[src/assert_macros.svh]
// ----------------------------------------------------------------------------
// Assertion macros
// Shared concurrent assertion forms, clocked and disabled during reset.
// ----------------------------------------------------------------------------
`ifndef ASSERT_MACROS_SVH
`define ASSERT_MACROS_SVH

// Antecedent holds, consequent holds in the same cycle.
`define ASSERT_SAME(lbl, clk, rstn, ante, cons) \
	lbl: assert property (@(posedge clk) disable iff (!rstn) (ante) |-> (cons)) \
		else $error("assertion failed");

// Antecedent holds, consequent holds in the next cycle.
`define ASSERT_NEXT(lbl, clk, rstn, ante, cons) \
	lbl: assert property (@(posedge clk) disable iff (!rstn) (ante) |=> (cons)) \
		else $error("assertion failed");

`endif

[src/pte_pkg.sv]
// ----------------------------------------------------------------------------
// pte_pkg
// Types and constants shared by the pan/tilt approach block.
// ----------------------------------------------------------------------------
package pte_pkg;

	localparam int OP_W = 2;
	localparam logic [OP_W-1:0] OP_UPDATE  = 2'd0;
	localparam logic [OP_W-1:0] OP_SYNC    = 2'd1;
	localparam logic [OP_W-1:0] OP_RESTART = 2'd2;

	localparam int CFG_IDX_W = 3;
	localparam logic [CFG_IDX_W-1:0] REG_RATE      = 3'd0;
	localparam logic [CFG_IDX_W-1:0] REG_THRESH    = 3'd1;
	localparam logic [CFG_IDX_W-1:0] REG_SPEED     = 3'd2;
	localparam logic [CFG_IDX_W-1:0] REG_NEU_YAW   = 3'd3;
	localparam logic [CFG_IDX_W-1:0] REG_NEU_PITCH = 3'd4;

	localparam int RATE_W   = 16;
	localparam int THRESH_W = 16;
	localparam int SPEED_W  = 10;
	localparam int STEP_W   = 16;

	localparam logic [RATE_W-1:0]   RATE_RESET   = 16'd1024;
	localparam logic [THRESH_W-1:0] THRESH_RESET = 16'd64;
	localparam logic [SPEED_W-1:0]  SPEED_RESET  = 10'd180;

	// Time step in 1/65536 s: default 0.02 s, ceiling 0.2 s.
	localparam int DT_W = 14;
	localparam logic [DT_W-1:0] DT_DEFAULT = 14'd1311;
	localparam logic [DT_W-1:0] DT_MAX     = 14'd13107;

	// Gain in Q1.16, saturated at one.
	localparam int GAIN_SHIFT = 8;
	localparam int GSH_W      = RATE_W + DT_W - GAIN_SHIFT;
	localparam int GAIN_W     = 17;
	localparam logic [GAIN_W-1:0] GAIN_ONE = 17'd65536;

	localparam int FRAC_W     = 16;
	localparam int ROUND_HALF = 32768;

	typedef enum logic [4:0] {
		ST_IDLE   = 5'b00001,
		ST_MUL_Y  = 5'b00010,
		ST_MUL_P  = 5'b00100,
		ST_ADJ_P  = 5'b01000,
		ST_FINISH = 5'b10000
	} pte_state_t;

	typedef struct packed {
		logic load;
		logic mul_y;
		logic mul_p;
		logic adj_p;
		logic commit;
	} pte_cmd_t;

	typedef struct packed {
		logic arith;
	} pte_stat_t;

endpackage

[src/pte_in_if.sv]
// ----------------------------------------------------------------------------
// pte_in_if
// Input channel: one op with target or measured pose and time step.
// ----------------------------------------------------------------------------
interface pte_in_if #(parameter int ANGLE_BITS = 16) ();
	import pte_pkg::*;

	logic                         valid;
	logic                         ready;
	logic [OP_W-1:0]              op;
	logic signed [ANGLE_BITS-1:0] yaw_in;
	logic signed [ANGLE_BITS-1:0] pitch_in;
	logic                         yaw_ok;
	logic                         pitch_ok;
	logic [STEP_W-1:0]            step_time;
	logic                         step_ok;

	modport source (output valid, op, yaw_in, pitch_in, yaw_ok, pitch_ok, step_time,
		step_ok, input ready);
	modport sink (input valid, op, yaw_in, pitch_in, yaw_ok, pitch_ok, step_time,
		step_ok, output ready);
endinterface

[src/pte_out_if.sv]
// ----------------------------------------------------------------------------
// pte_out_if
// Output channel: one servo command beat.
// ----------------------------------------------------------------------------
interface pte_out_if #(parameter int ANGLE_BITS = 16) ();
	import pte_pkg::*;

	logic                         valid;
	logic                         ready;
	logic                         cmd_valid;
	logic signed [ANGLE_BITS-1:0] cmd_yaw;
	logic signed [ANGLE_BITS-1:0] cmd_pitch;
	logic [SPEED_W-1:0]           cmd_speed;
	logic                         arrived;

	modport source (output valid, cmd_valid, cmd_yaw, cmd_pitch, cmd_speed, arrived,
		input ready);
	modport sink (input valid, cmd_valid, cmd_yaw, cmd_pitch, cmd_speed, arrived,
		output ready);
endinterface

[src/pan_tilt_exponential_approach.sv]
// A valid update runs as follows from the accepting beat until the next item
// can be taken: the item is latched with its gain and both axis errors, then
// a single shared multiplier scales the yaw error and the pitch error in turn,
// the pitch pose is adjusted, and the command is committed and shown as an
// output beat. Sync, restart, unused ops and updates with an invalid target
// skip the multiplier and go straight to the commit. One item is in flight at
// a time; a new item is accepted while the previous output beat still waits,
// and the commit of that item waits only for the output beat to be taken.
// ----------------------------------------------------------------------------
// pan_tilt_exponential_approach
// Yaw/pitch head pose follower that approaches a target exponentially.
// ----------------------------------------------------------------------------
//
// Angles are signed 1/64 degree, ANGLE_BITS wide; time steps are 1/65536 s.
// On an update the step is defaulted to 0.02 s when missing or zero and
// clamped to 0.2 s; the gain is approach_rate times the step in Q1.16,
// saturated at one, and each axis moves by the rounded fraction of its error.
// Arrival is flagged when the summed absolute error falls below the
// threshold. A sync loads the valid measured axes and flags arrival; a
// restart loads the neutral pose and clears the command valid flag.
//
// Configuration writes take effect at the clock edge where cfg_we is high
// and are meant to be issued while the block is idle. Register indexes:
// approach rate, arrival threshold, speed limit, neutral yaw, neutral pitch.
// Writes to other indexes are dropped. There is no read-back.
module pan_tilt_exponential_approach #(
	parameter int  ANGLE_BITS = 16,
	localparam int CFG_W      = (ANGLE_BITS > 16) ? ANGLE_BITS : 16
) (
	input  logic                          clk,
	input  logic                          arst_n,
	pte_in_if.sink                        in_ch,
	pte_out_if.source                     out_ch,
	input  logic                          cfg_we,
	input  logic [pte_pkg::CFG_IDX_W-1:0] cfg_idx,
	input  logic [CFG_W-1:0]              cfg_data
);
	import pte_pkg::*;

	pte_cmd_t  cmd;
	pte_stat_t stat;

	// The controller sequences the item and owns both handshakes.
	pte_ctrl u_ctrl (
		.clk       (clk),
		.arst_n    (arst_n),
		.in_valid  (in_ch.valid),
		.in_ready  (in_ch.ready),
		.out_valid (out_ch.valid),
		.out_ready (out_ch.ready),
		.stat      (stat),
		.cmd       (cmd)
	);

	// The datapath holds the configuration and pose state; its command
	// registers drive the output payload directly.
	pte_dp #(
		.ANGLE_BITS (ANGLE_BITS)
	) u_dp (
		.clk       (clk),
		.arst_n    (arst_n),
		.cfg_we    (cfg_we),
		.cfg_idx   (cfg_idx),
		.cfg_data  (cfg_data),
		.cmd       (cmd),
		.stat      (stat),
		.op        (in_ch.op),
		.yaw_in    (in_ch.yaw_in),
		.pitch_in  (in_ch.pitch_in),
		.yaw_ok    (in_ch.yaw_ok),
		.pitch_ok  (in_ch.pitch_ok),
		.step_time (in_ch.step_time),
		.step_ok   (in_ch.step_ok),
		.cmd_valid (out_ch.cmd_valid),
		.cmd_yaw   (out_ch.cmd_yaw),
		.cmd_pitch (out_ch.cmd_pitch),
		.cmd_speed (out_ch.cmd_speed),
		.arrived   (out_ch.arrived)
	);

endmodule

[src/pte_ctrl.sv]
// ----------------------------------------------------------------------------
// pte_ctrl
// Sequencer for the approach datapath and owner of the output beat flag.
// ----------------------------------------------------------------------------
`include "assert_macros.svh"

module pte_ctrl (
	input  logic                clk,
	input  logic                arst_n,
	input  logic                in_valid,
	output logic                in_ready,
	output logic                out_valid,
	input  logic                out_ready,
	input  pte_pkg::pte_stat_t  stat,
	output pte_pkg::pte_cmd_t   cmd
);
	import pte_pkg::*;

	pte_state_t state_q, state_d;
	logic       ovalid_q;

	assign in_ready  = (state_q == ST_IDLE);
	assign out_valid = ovalid_q;

	always_comb begin
		cmd     = '0;
		state_d = state_q;
		case (state_q)
			ST_IDLE: begin
				if (in_valid) begin
					cmd.load = 1'b1;
					state_d  = stat.arith ? ST_MUL_Y : ST_FINISH;
				end
			end
			ST_MUL_Y: begin
				cmd.mul_y = 1'b1;
				state_d   = ST_MUL_P;
			end
			ST_MUL_P: begin
				cmd.mul_p = 1'b1;
				state_d   = ST_ADJ_P;
			end
			ST_ADJ_P: begin
				cmd.adj_p = 1'b1;
				state_d   = ST_FINISH;
			end
			ST_FINISH: begin
				// The command registers feed the output directly, so they
				// change only once the previous beat has gone.
				if (!ovalid_q || out_ready) begin
					cmd.commit = 1'b1;
					state_d    = ST_IDLE;
				end
			end
			default: state_d = ST_IDLE;
		endcase
	end

	always_ff @(posedge clk or negedge arst_n) begin
		if (!arst_n) begin
			state_q  <= ST_IDLE;
			ovalid_q <= 1'b0;
		end else begin
			state_q <= state_d;
			if (cmd.commit) begin
				ovalid_q <= 1'b1;
			end else if (out_ready) begin
				ovalid_q <= 1'b0;
			end
		end
	end

	`ASSERT_NEXT(a_busy_after_accept, clk, arst_n, in_valid && in_ready, !in_ready)
	`ASSERT_NEXT(a_mul_order, clk, arst_n, state_q == ST_MUL_Y, state_q == ST_MUL_P)
	`ASSERT_NEXT(a_commit_beat, clk, arst_n, cmd.commit, ovalid_q && in_ready)

endmodule

[src/pte_dp.sv]
// ----------------------------------------------------------------------------
// pte_dp
// Datapath: configuration, pose state, gain, shared multiplier, arrival test.
// ----------------------------------------------------------------------------
module pte_dp #(
	parameter int  ANGLE_BITS = 16,
	localparam int CFG_W      = (ANGLE_BITS > 16) ? ANGLE_BITS : 16
) (
	input  logic                                clk,
	input  logic                                arst_n,
	input  logic                                cfg_we,
	input  logic [pte_pkg::CFG_IDX_W-1:0]       cfg_idx,
	input  logic [CFG_W-1:0]                    cfg_data,
	input  pte_pkg::pte_cmd_t                   cmd,
	output pte_pkg::pte_stat_t                  stat,
	input  logic [pte_pkg::OP_W-1:0]            op,
	input  logic signed [ANGLE_BITS-1:0]        yaw_in,
	input  logic signed [ANGLE_BITS-1:0]        pitch_in,
	input  logic                                yaw_ok,
	input  logic                                pitch_ok,
	input  logic [pte_pkg::STEP_W-1:0]          step_time,
	input  logic                                step_ok,
	output logic                                cmd_valid,
	output logic signed [ANGLE_BITS-1:0]        cmd_yaw,
	output logic signed [ANGLE_BITS-1:0]        cmd_pitch,
	output logic [pte_pkg::SPEED_W-1:0]         cmd_speed,
	output logic                                arrived
);
	import pte_pkg::*;

	localparam int DW = ANGLE_BITS + 1;
	localparam int PW = GAIN_W + 1 + DW;
	localparam int EW = (ANGLE_BITS + 2 > THRESH_W) ? ANGLE_BITS + 2 : THRESH_W;

	// Configuration registers.
	logic [RATE_W-1:0]            rate_q;
	logic [THRESH_W-1:0]          thresh_q;
	logic [SPEED_W-1:0]           speed_q;
	logic signed [ANGLE_BITS-1:0] neu_yaw_q, neu_pitch_q;

	// Latched item.
	logic [OP_W-1:0]              op_q;
	logic signed [ANGLE_BITS-1:0] tyaw_q, tpitch_q;
	logic                         yok_q, pok_q;
	logic [GAIN_W-1:0]            k_q;
	logic signed [DW-1:0]         dyaw_q, dpitch_q;
	logic signed [PW-1:0]         prod_q;

	// Pose and command state.
	logic signed [ANGLE_BITS-1:0] pose_yaw_q, pose_pitch_q, out_yaw_q, out_pitch_q;
	logic                         out_valid_q, at_target_q;
	logic [SPEED_W-1:0]           out_speed_q;

	logic [DT_W-1:0]              dt;
	logic [RATE_W+DT_W-1:0]       gain_full;
	logic [GSH_W-1:0]             gain_sh;
	logic [GAIN_W-1:0]            k;
	logic signed [DW-1:0]         dyaw, dpitch, mul_src;
	logic signed [PW-1:0]         mul_full, rnd, rnd_sh;
	logic signed [ANGLE_BITS+1:0] step_v, pose_ext, pose_sum;
	logic signed [ANGLE_BITS-1:0] pose_sel, adj_pose;
	logic signed [DW-1:0]         ey, ep;
	logic [DW-1:0]                aey, aep;
	logic [EW-1:0]                err_sum;
	logic                         near;

	assign stat.arith = (op == OP_UPDATE) && yaw_ok && pitch_ok;

	always_comb begin
		if (!step_ok || (step_time == '0)) begin
			dt = DT_DEFAULT;
		end else if (step_time > STEP_W'(DT_MAX)) begin
			dt = DT_MAX;
		end else begin
			dt = step_time[DT_W-1:0];
		end
	end

	assign gain_full = (RATE_W+DT_W)'(rate_q) * (RATE_W+DT_W)'(dt);
	assign gain_sh   = gain_full[RATE_W+DT_W-1:GAIN_SHIFT];
	assign k         = (gain_sh > GSH_W'(GAIN_ONE)) ? GAIN_ONE : gain_sh[GAIN_W-1:0];

	assign dyaw   = {yaw_in[ANGLE_BITS-1], yaw_in} - {pose_yaw_q[ANGLE_BITS-1], pose_yaw_q};
	assign dpitch = {pitch_in[ANGLE_BITS-1], pitch_in}
		- {pose_pitch_q[ANGLE_BITS-1], pose_pitch_q};

	// One multiplier serves both axes in turn.
	assign mul_src  = cmd.mul_p ? dpitch_q : dyaw_q;
	assign mul_full = PW'($signed({1'b0, k_q})) * PW'(mul_src);

	// Round to nearest with ties upward, then floor by the arithmetic shift.
	assign rnd      = prod_q + PW'(ROUND_HALF);
	assign rnd_sh   = rnd >>> FRAC_W;
	assign step_v   = rnd_sh[ANGLE_BITS+1:0];
	assign pose_sel = cmd.adj_p ? pose_pitch_q : pose_yaw_q;
	assign pose_ext = {pose_sel[ANGLE_BITS-1], pose_sel[ANGLE_BITS-1], pose_sel};
	assign pose_sum = pose_ext + step_v;
	assign adj_pose = pose_sum[ANGLE_BITS-1:0];

	assign ey      = {tyaw_q[ANGLE_BITS-1], tyaw_q} - {pose_yaw_q[ANGLE_BITS-1], pose_yaw_q};
	assign ep      = {tpitch_q[ANGLE_BITS-1], tpitch_q}
		- {pose_pitch_q[ANGLE_BITS-1], pose_pitch_q};
	assign aey     = ey[DW-1] ? DW'(-ey) : DW'(ey);
	assign aep     = ep[DW-1] ? DW'(-ep) : DW'(ep);
	assign err_sum = EW'(aey) + EW'(aep);
	assign near    = err_sum < EW'(thresh_q);

	always_ff @(posedge clk or negedge arst_n) begin
		if (!arst_n) begin
			rate_q      <= RATE_RESET;
			thresh_q    <= THRESH_RESET;
			speed_q     <= SPEED_RESET;
			neu_yaw_q   <= '0;
			neu_pitch_q <= '0;
		end else if (cfg_we) begin
			case (cfg_idx)
				REG_RATE:      rate_q      <= cfg_data[RATE_W-1:0];
				REG_THRESH:    thresh_q    <= cfg_data[THRESH_W-1:0];
				REG_SPEED:     speed_q     <= cfg_data[SPEED_W-1:0];
				REG_NEU_YAW:   neu_yaw_q   <= cfg_data[ANGLE_BITS-1:0];
				REG_NEU_PITCH: neu_pitch_q <= cfg_data[ANGLE_BITS-1:0];
				default: ;
			endcase
		end
	end

	always_ff @(posedge clk) begin
		if (cmd.load) begin
			op_q     <= op;
			tyaw_q   <= yaw_in;
			tpitch_q <= pitch_in;
			yok_q    <= yaw_ok;
			pok_q    <= pitch_ok;
			k_q      <= k;
			dyaw_q   <= dyaw;
			dpitch_q <= dpitch;
		end
		if (cmd.mul_y || cmd.mul_p) begin
			prod_q <= mul_full;
		end
	end

	always_ff @(posedge clk or negedge arst_n) begin
		if (!arst_n) begin
			pose_yaw_q   <= '0;
			pose_pitch_q <= '0;
			out_yaw_q    <= '0;
			out_pitch_q  <= '0;
			out_valid_q  <= 1'b0;
			out_speed_q  <= SPEED_RESET;
			at_target_q  <= 1'b0;
		end else begin
			if (cmd.mul_p) begin
				pose_yaw_q <= adj_pose;
			end
			if (cmd.adj_p) begin
				pose_pitch_q <= adj_pose;
			end
			if (cmd.commit) begin
				case (op_q)
					OP_UPDATE: begin
						if (yok_q && pok_q) begin
							at_target_q <= near;
							out_valid_q <= 1'b1;
							out_yaw_q   <= pose_yaw_q;
							out_pitch_q <= pose_pitch_q;
							out_speed_q <= speed_q;
						end else begin
							out_valid_q <= 1'b0;
						end
					end
					OP_SYNC: begin
						if (yok_q) begin
							pose_yaw_q <= tyaw_q;
						end
						if (pok_q) begin
							pose_pitch_q <= tpitch_q;
						end
						out_yaw_q   <= yok_q ? tyaw_q : pose_yaw_q;
						out_pitch_q <= pok_q ? tpitch_q : pose_pitch_q;
						at_target_q <= 1'b1;
					end
					OP_RESTART: begin
						pose_yaw_q   <= neu_yaw_q;
						pose_pitch_q <= neu_pitch_q;
						out_yaw_q    <= neu_yaw_q;
						out_pitch_q  <= neu_pitch_q;
						out_valid_q  <= 1'b0;
						at_target_q  <= 1'b0;
						out_speed_q  <= speed_q;
					end
					default: ;
				endcase
			end
		end
	end

	assign cmd_valid = out_valid_q;
	assign cmd_yaw   = out_yaw_q;
	assign cmd_pitch = out_pitch_q;
	assign cmd_speed = out_speed_q;
	assign arrived   = at_target_q;

endmodule
[src/flat_wrapper.sv]
// flat-port wrapper written by rule: the top's interface ports become plain ports
module pan_tilt_exponential_approach_flat import pte_pkg::*;
#(
	parameter int  ANGLE_BITS = 16,
	localparam int CFG_W      = (ANGLE_BITS > 16) ? ANGLE_BITS : 16
)
  (clk, arst_n, cfg_we, cfg_idx, cfg_data, in_ch_valid, in_ch_op, in_ch_yaw_in, in_ch_pitch_in, in_ch_yaw_ok, in_ch_pitch_ok, in_ch_step_time, in_ch_step_ok, in_ch_ready, out_ch_valid, out_ch_cmd_valid, out_ch_cmd_yaw, out_ch_cmd_pitch, out_ch_cmd_speed, out_ch_arrived, out_ch_ready);
  pte_in_if #(.ANGLE_BITS(ANGLE_BITS)) in_ch_i ();
  pte_out_if #(.ANGLE_BITS(ANGLE_BITS)) out_ch_i ();
  input  logic clk;
  input  logic arst_n;
  input  logic cfg_we;
  input  logic [pte_pkg::CFG_IDX_W-1:0] cfg_idx;
  input  logic [CFG_W-1:0] cfg_data;
  input wire logic [$bits(in_ch_i.valid)-1:0] in_ch_valid;
  input wire logic [$bits(in_ch_i.op)-1:0] in_ch_op;
  input wire logic [$bits(in_ch_i.yaw_in)-1:0] in_ch_yaw_in;
  input wire logic [$bits(in_ch_i.pitch_in)-1:0] in_ch_pitch_in;
  input wire logic [$bits(in_ch_i.yaw_ok)-1:0] in_ch_yaw_ok;
  input wire logic [$bits(in_ch_i.pitch_ok)-1:0] in_ch_pitch_ok;
  input wire logic [$bits(in_ch_i.step_time)-1:0] in_ch_step_time;
  input wire logic [$bits(in_ch_i.step_ok)-1:0] in_ch_step_ok;
  output wire logic [$bits(in_ch_i.ready)-1:0] in_ch_ready;
  output wire logic [$bits(out_ch_i.valid)-1:0] out_ch_valid;
  output wire logic [$bits(out_ch_i.cmd_valid)-1:0] out_ch_cmd_valid;
  output wire logic [$bits(out_ch_i.cmd_yaw)-1:0] out_ch_cmd_yaw;
  output wire logic [$bits(out_ch_i.cmd_pitch)-1:0] out_ch_cmd_pitch;
  output wire logic [$bits(out_ch_i.cmd_speed)-1:0] out_ch_cmd_speed;
  output wire logic [$bits(out_ch_i.arrived)-1:0] out_ch_arrived;
  input wire logic [$bits(out_ch_i.ready)-1:0] out_ch_ready;
  assign in_ch_i.valid = in_ch_valid;
  assign in_ch_i.op = in_ch_op;
  assign in_ch_i.yaw_in = in_ch_yaw_in;
  assign in_ch_i.pitch_in = in_ch_pitch_in;
  assign in_ch_i.yaw_ok = in_ch_yaw_ok;
  assign in_ch_i.pitch_ok = in_ch_pitch_ok;
  assign in_ch_i.step_time = in_ch_step_time;
  assign in_ch_i.step_ok = in_ch_step_ok;
  assign in_ch_ready = in_ch_i.ready;
  assign out_ch_valid = out_ch_i.valid;
  assign out_ch_cmd_valid = out_ch_i.cmd_valid;
  assign out_ch_cmd_yaw = out_ch_i.cmd_yaw;
  assign out_ch_cmd_pitch = out_ch_i.cmd_pitch;
  assign out_ch_cmd_speed = out_ch_i.cmd_speed;
  assign out_ch_arrived = out_ch_i.arrived;
  assign out_ch_i.ready = out_ch_ready;
  pan_tilt_exponential_approach #(.ANGLE_BITS(ANGLE_BITS)) u_core (.clk(clk), .arst_n(arst_n), .in_ch(in_ch_i), .out_ch(out_ch_i), .cfg_we(cfg_we), .cfg_idx(cfg_idx), .cfg_data(cfg_data));
endmodule
[config.mk]
export PLATFORM = sky130hd
export DESIGN_NAME = pan_tilt_exponential_approach_flat
export DESIGN_NICKNAME = d
export VERILOG_FILES = /design/src/pte_pkg.sv /design/src/pte_in_if.sv /design/src/pte_out_if.sv /design/src/pan_tilt_exponential_approach.sv /design/src/pte_ctrl.sv /design/src/pte_dp.sv /design/src/flat_wrapper.sv
export VERILOG_INCLUDE_DIRS = /design/src /design/src/src
export SDC_FILE = /design/constraint.sdc
export NUM_CORES = 2
export LEC_CHECK = 0
export BUFFER_PORTS_ARGS = -buffer_cell sky130_fd_sc_hd__buf_2
export CAP_MARGIN = 25
export CORE_MARGIN = 2
export CORE_UTILIZATION = 35
export DETAILED_ROUTE_END_ITERATION = 16
export PLACE_DENSITY = 0.52
export SLEW_MARGIN = 20
export SYNTH_ARGS = -nofsm -noshare
export SYNTH_HDL_FRONTEND = slang
export SYNTH_SLANG_ARGS = --single-unit
[constraint.sdc]
create_clock -name clk -period 7.46 [get_ports clk]
set_input_delay 1.492 -clock clk [delete_from_list [all_inputs] [get_ports clk]]
set_output_delay 1.492 -clock clk [all_outputs]
set_load 0.01 [all_outputs]
==> impl_metrics.tcl <==
set metrics [dict create \
    cts_root_buf "clkbuf_16" \
    seq_area_frac_synth 0.219 \
    clkTransAtPathRegs_ps 70 \
    final_cell_mix "inv_1 (538), nand2_1 (433), fa_1 (384)" \
    tightest_slew_ps 1050 \
    cp_max_fo 13 \
    placed_area_mm2 0.0360 \
    worst_path_largest_cell_delay_ps 570 \
    cts_htree_levels 1 \
    cp-startpoint "in_ch_step_time[12]" \
    endpoint "u_core.u_dp.k_q[11]$_SDFFCE_PN0P_" \
    post-place-cells 4861 \
    synth_flop_cell "dfrtp_1" \
    maxSlewViolCount 0 \
    grt.total_usage 0.207 \
    finalNetCount 4516 \
    worst_r2r_endpoint "u_core.u_dp.prod_q[31]$_DFFE_PP_" \
    violations "setup timing" \
    core_area_mm2 0.0914 \
    async_flop_share 0.600 \
    die_width_um 307 \
    routedWlPerCell_um 19.7 \
    hold_violations 0 \
    nFillCells 9138 \
    synth_nets 4212 \
    dr_total_vias 25000 \
    crit_slowest_cell "fa_1" \
    seq_area_mm2 0.00704 \
    yosysWarningCount 0 \
    hold_class "reg2reg" \
    critPathLaunchType "primary input" \
    slew_headroom 0.300 \
    initial_core_util 0.352 \
    regToRegStartpoint "u_core.u_ctrl.state_q[1]$_DFFE_PN0P_" \
    setup_viol 17 \
    yosysUniqueCellTypes 83 \
    postRouteWirelength_um 97300 \
    cts-buffers-inserted 28 \
    cts_tree "done" \
    synth_top_area_share 0.244 \
    rows 111 \
    grt_pass1_wl_um 151000 \
    ant_nets 0 \
    cp.required_ps 7850 \
    endpoint_kind "flop" \
    clockBufferDepth 3 \
    cts_sinks 260 \
    ios 123 \
    period_share 1.08 \
    drt_iter0_markers 2024 \
    final_common_cell "inv_1" \
    critPathArrivalTime_ps 8460 \
    die-area_mm2 0.0944 \
    design_area_mm2 0.0376 \
    grt_max_degree 77 \
    instances_no_fill 4939 \
    port_buffers 122 \
    critical_path_class "in2reg" \
    postSynthCellCount 3427 \
    drive_gt1_frac 0.178 \
    status "finished with violations" \
    finalWorstSetupSlack_ps -606 \
    drv_cap 0 \
    drc_errors 0 \
    fmax_ghz 0.124 \
    antenna_found_initial 1 \
    clk_latency_ps 580 \
    dr.pass1.iters 5 \
    r2r_slack_ps 280 \
    synth_area_mm2 0.0322 \
    die_h_um 307 \
    area_delta_synth_final_pct 16.8 \
    fin_crit_ps 8070 \
    synth_top_area_cell "fa_1" \
    synth_edf_count 104 \
    multiInputGateArea_mm2 0.0232 \
    viasPerCell 5.07 \
    finClkSkew_ps 30.0 \
    antennaDiodeCount 0 \
    synth_seq_cells 260 \
    grt_overflow 0 \
    avgSynthCellArea_um2 9.39 \
    reg2regPathDepth 29 \
    crit_top_cell "fa_1" \
    gp_congestion 0.948 \
    synth_area_leaders "fa_1 (24%), ha_1 (12%), dfrtp_1 (11%), edfxtp_1 (9.7%), inv_1 (6.4%)" \
    grt_setup_unrepaired "true" \
    grt_pass1_vias 25600 \
    hpwlAfterDp_um 80100 \
]
worst min-delay path by stage:
stage                                        startpoint  slack, ps  cells after the start                             endpoint
global placement    u_core.u_dp.cmd_yaw[10]$_DFFE_PN0P_        460                      2  u_core.u_dp.cmd_yaw[10]$_DFFE_PN0P_
finish               u_core.u_dp.cmd_yaw[8]$_DFFE_PN0P_        470                      2   u_core.u_dp.cmd_yaw[8]$_DFFE_PN0P_
floorplan            u_core.u_dp.speed_q[0]$_DFFE_PN0P_        480                      1   u_core.u_dp.speed_q[0]$_DFFE_PN0P_
CTS                  u_core.u_dp.cmd_yaw[8]$_DFFE_PN0P_        480                      2   u_core.u_dp.cmd_yaw[8]$_DFFE_PN0P_
detailed placement   u_core.u_dp.cmd_yaw[8]$_DFFE_PN0P_        460                      2   u_core.u_dp.cmd_yaw[8]$_DFFE_PN0P_
global route         u_core.u_dp.cmd_yaw[8]$_DFFE_PN0P_        500                      2   u_core.u_dp.cmd_yaw[8]$_DFFE_PN0P_
flip-flops by register name, indices dropped and copies added (netlist names), 2 cells and up:
name,flops
u_core.u_dp.tyaw_q,16
u_core.u_dp.op_q,2
u_core.u_dp.k_q,17
u_core.u_dp.thresh_q,16
u_core.u_dp.neu_yaw_q,16
u_core.u_dp.pose_pitch_q,16
u_core.u_ctrl.state_q,5
u_core.u_dp.rate_q,16
u_core.u_dp.prod_q,17
u_core.u_dp.pose_yaw_q,16
u_core.u_dp.cmd_speed,10
u_core.u_dp.cmd_yaw,16
u_core.u_dp.cmd_pitch,16
u_core.u_dp.speed_q,10
u_core.u_dp.neu_pitch_q,16
u_core.u_dp.dpitch_q,17
u_core.u_dp.tpitch_q,16
u_core.u_dp.dyaw_q,17
synthesized netlist by cell type (all sizes together), types with 10 or more instances:
cell type,number
a21o,33
a21oi,104
a22o,15
a22oi,30
a2bb2oi,21
a31oi,15
and2,136
and3,35
clkbuf,112
dfrtp,145
dfstp,11
edfxtp,104
fa,393
ha,315
inv,551
mux2,73
mux2i,33
nand2,448
nand2b,33
nand3,58
nor2,113
nor2b,95
nor3,47
nor4,10
o211ai,14
o21a,17
o21ai,129
o22ai,18
or2,21
or3,15
xnor2,101
xor2,56
final cells by class:
class / count / share of cell area
repair buffers: 392 / 0.0773
clock buffers: 39 / 0.0212
flip-flops and latches: 260 / 0.187
multi-input cells: 2497 / 0.617
well taps: 1186 / 0.0395
inverters: 552 / 0.0554
clock inverters: 13 / 0.00276
critical path: cells and delay by family:
family / cells / cell delay (ps)
AO/OA/AOI/OAI: 6 / 1480
XOR/XNOR: 1 / 140
adder cells (fa/ha/maj): 7 / 3180
buffers and inverters: 7 / 700
AND/OR/NAND/NOR: 9 / 1440
cell families after synthesis:
family | Yosys count | synth area share
AOI/OAI and AO/OA | 478 | 0.0969
DFF | 260 | 0.219
adders and majority gates | 708 | 0.367
xor gates and xnor gates | 157 | 0.0427
muxes | 106 | 0.0358
and+or+nand+nor | 1048 | 0.160
buffers and inverters | 670 | 0.0786
what timing repair did:
action	CTS	global route
pin swaps	65	42
setup buffers	14	13
gates cloned	1	0
hold buffers	0	0
gates resized for setup	65	67
endpoints found under the setup margin	25	26
per-layer routing:
layer	vias up	share of wire	wire [µm]	track usage
met2	662	0.45	43400	0.326
met5	-	0	0	0
met3	118	0.065	6300	0.0357
li1	11800	-	-	-
met1	12500	0.47	45400	0.299
met4	0	0.023	2210	0.0419
stage by stage:
step | util | hold slack [ps] | setup TNS, ps | setup slack, ps
2_1_floorplan | - | 477 | -15950 | -995
3_3_place_gp | 0.394 | 462 | -22600 | -1290
3_5_place_dp | 0.394 | 465 | -24300 | -1410
4_1_cts | 0.408 | 480 | -9840 | -635
5_1_grt | 0.411 | 499 | -13530 | -866
6_report | 0.411 | 474 | -9320 | -606
Power is not shown: default switching activity piles up to over one toggle a cycle in this logic, so the estimate is an artifact.
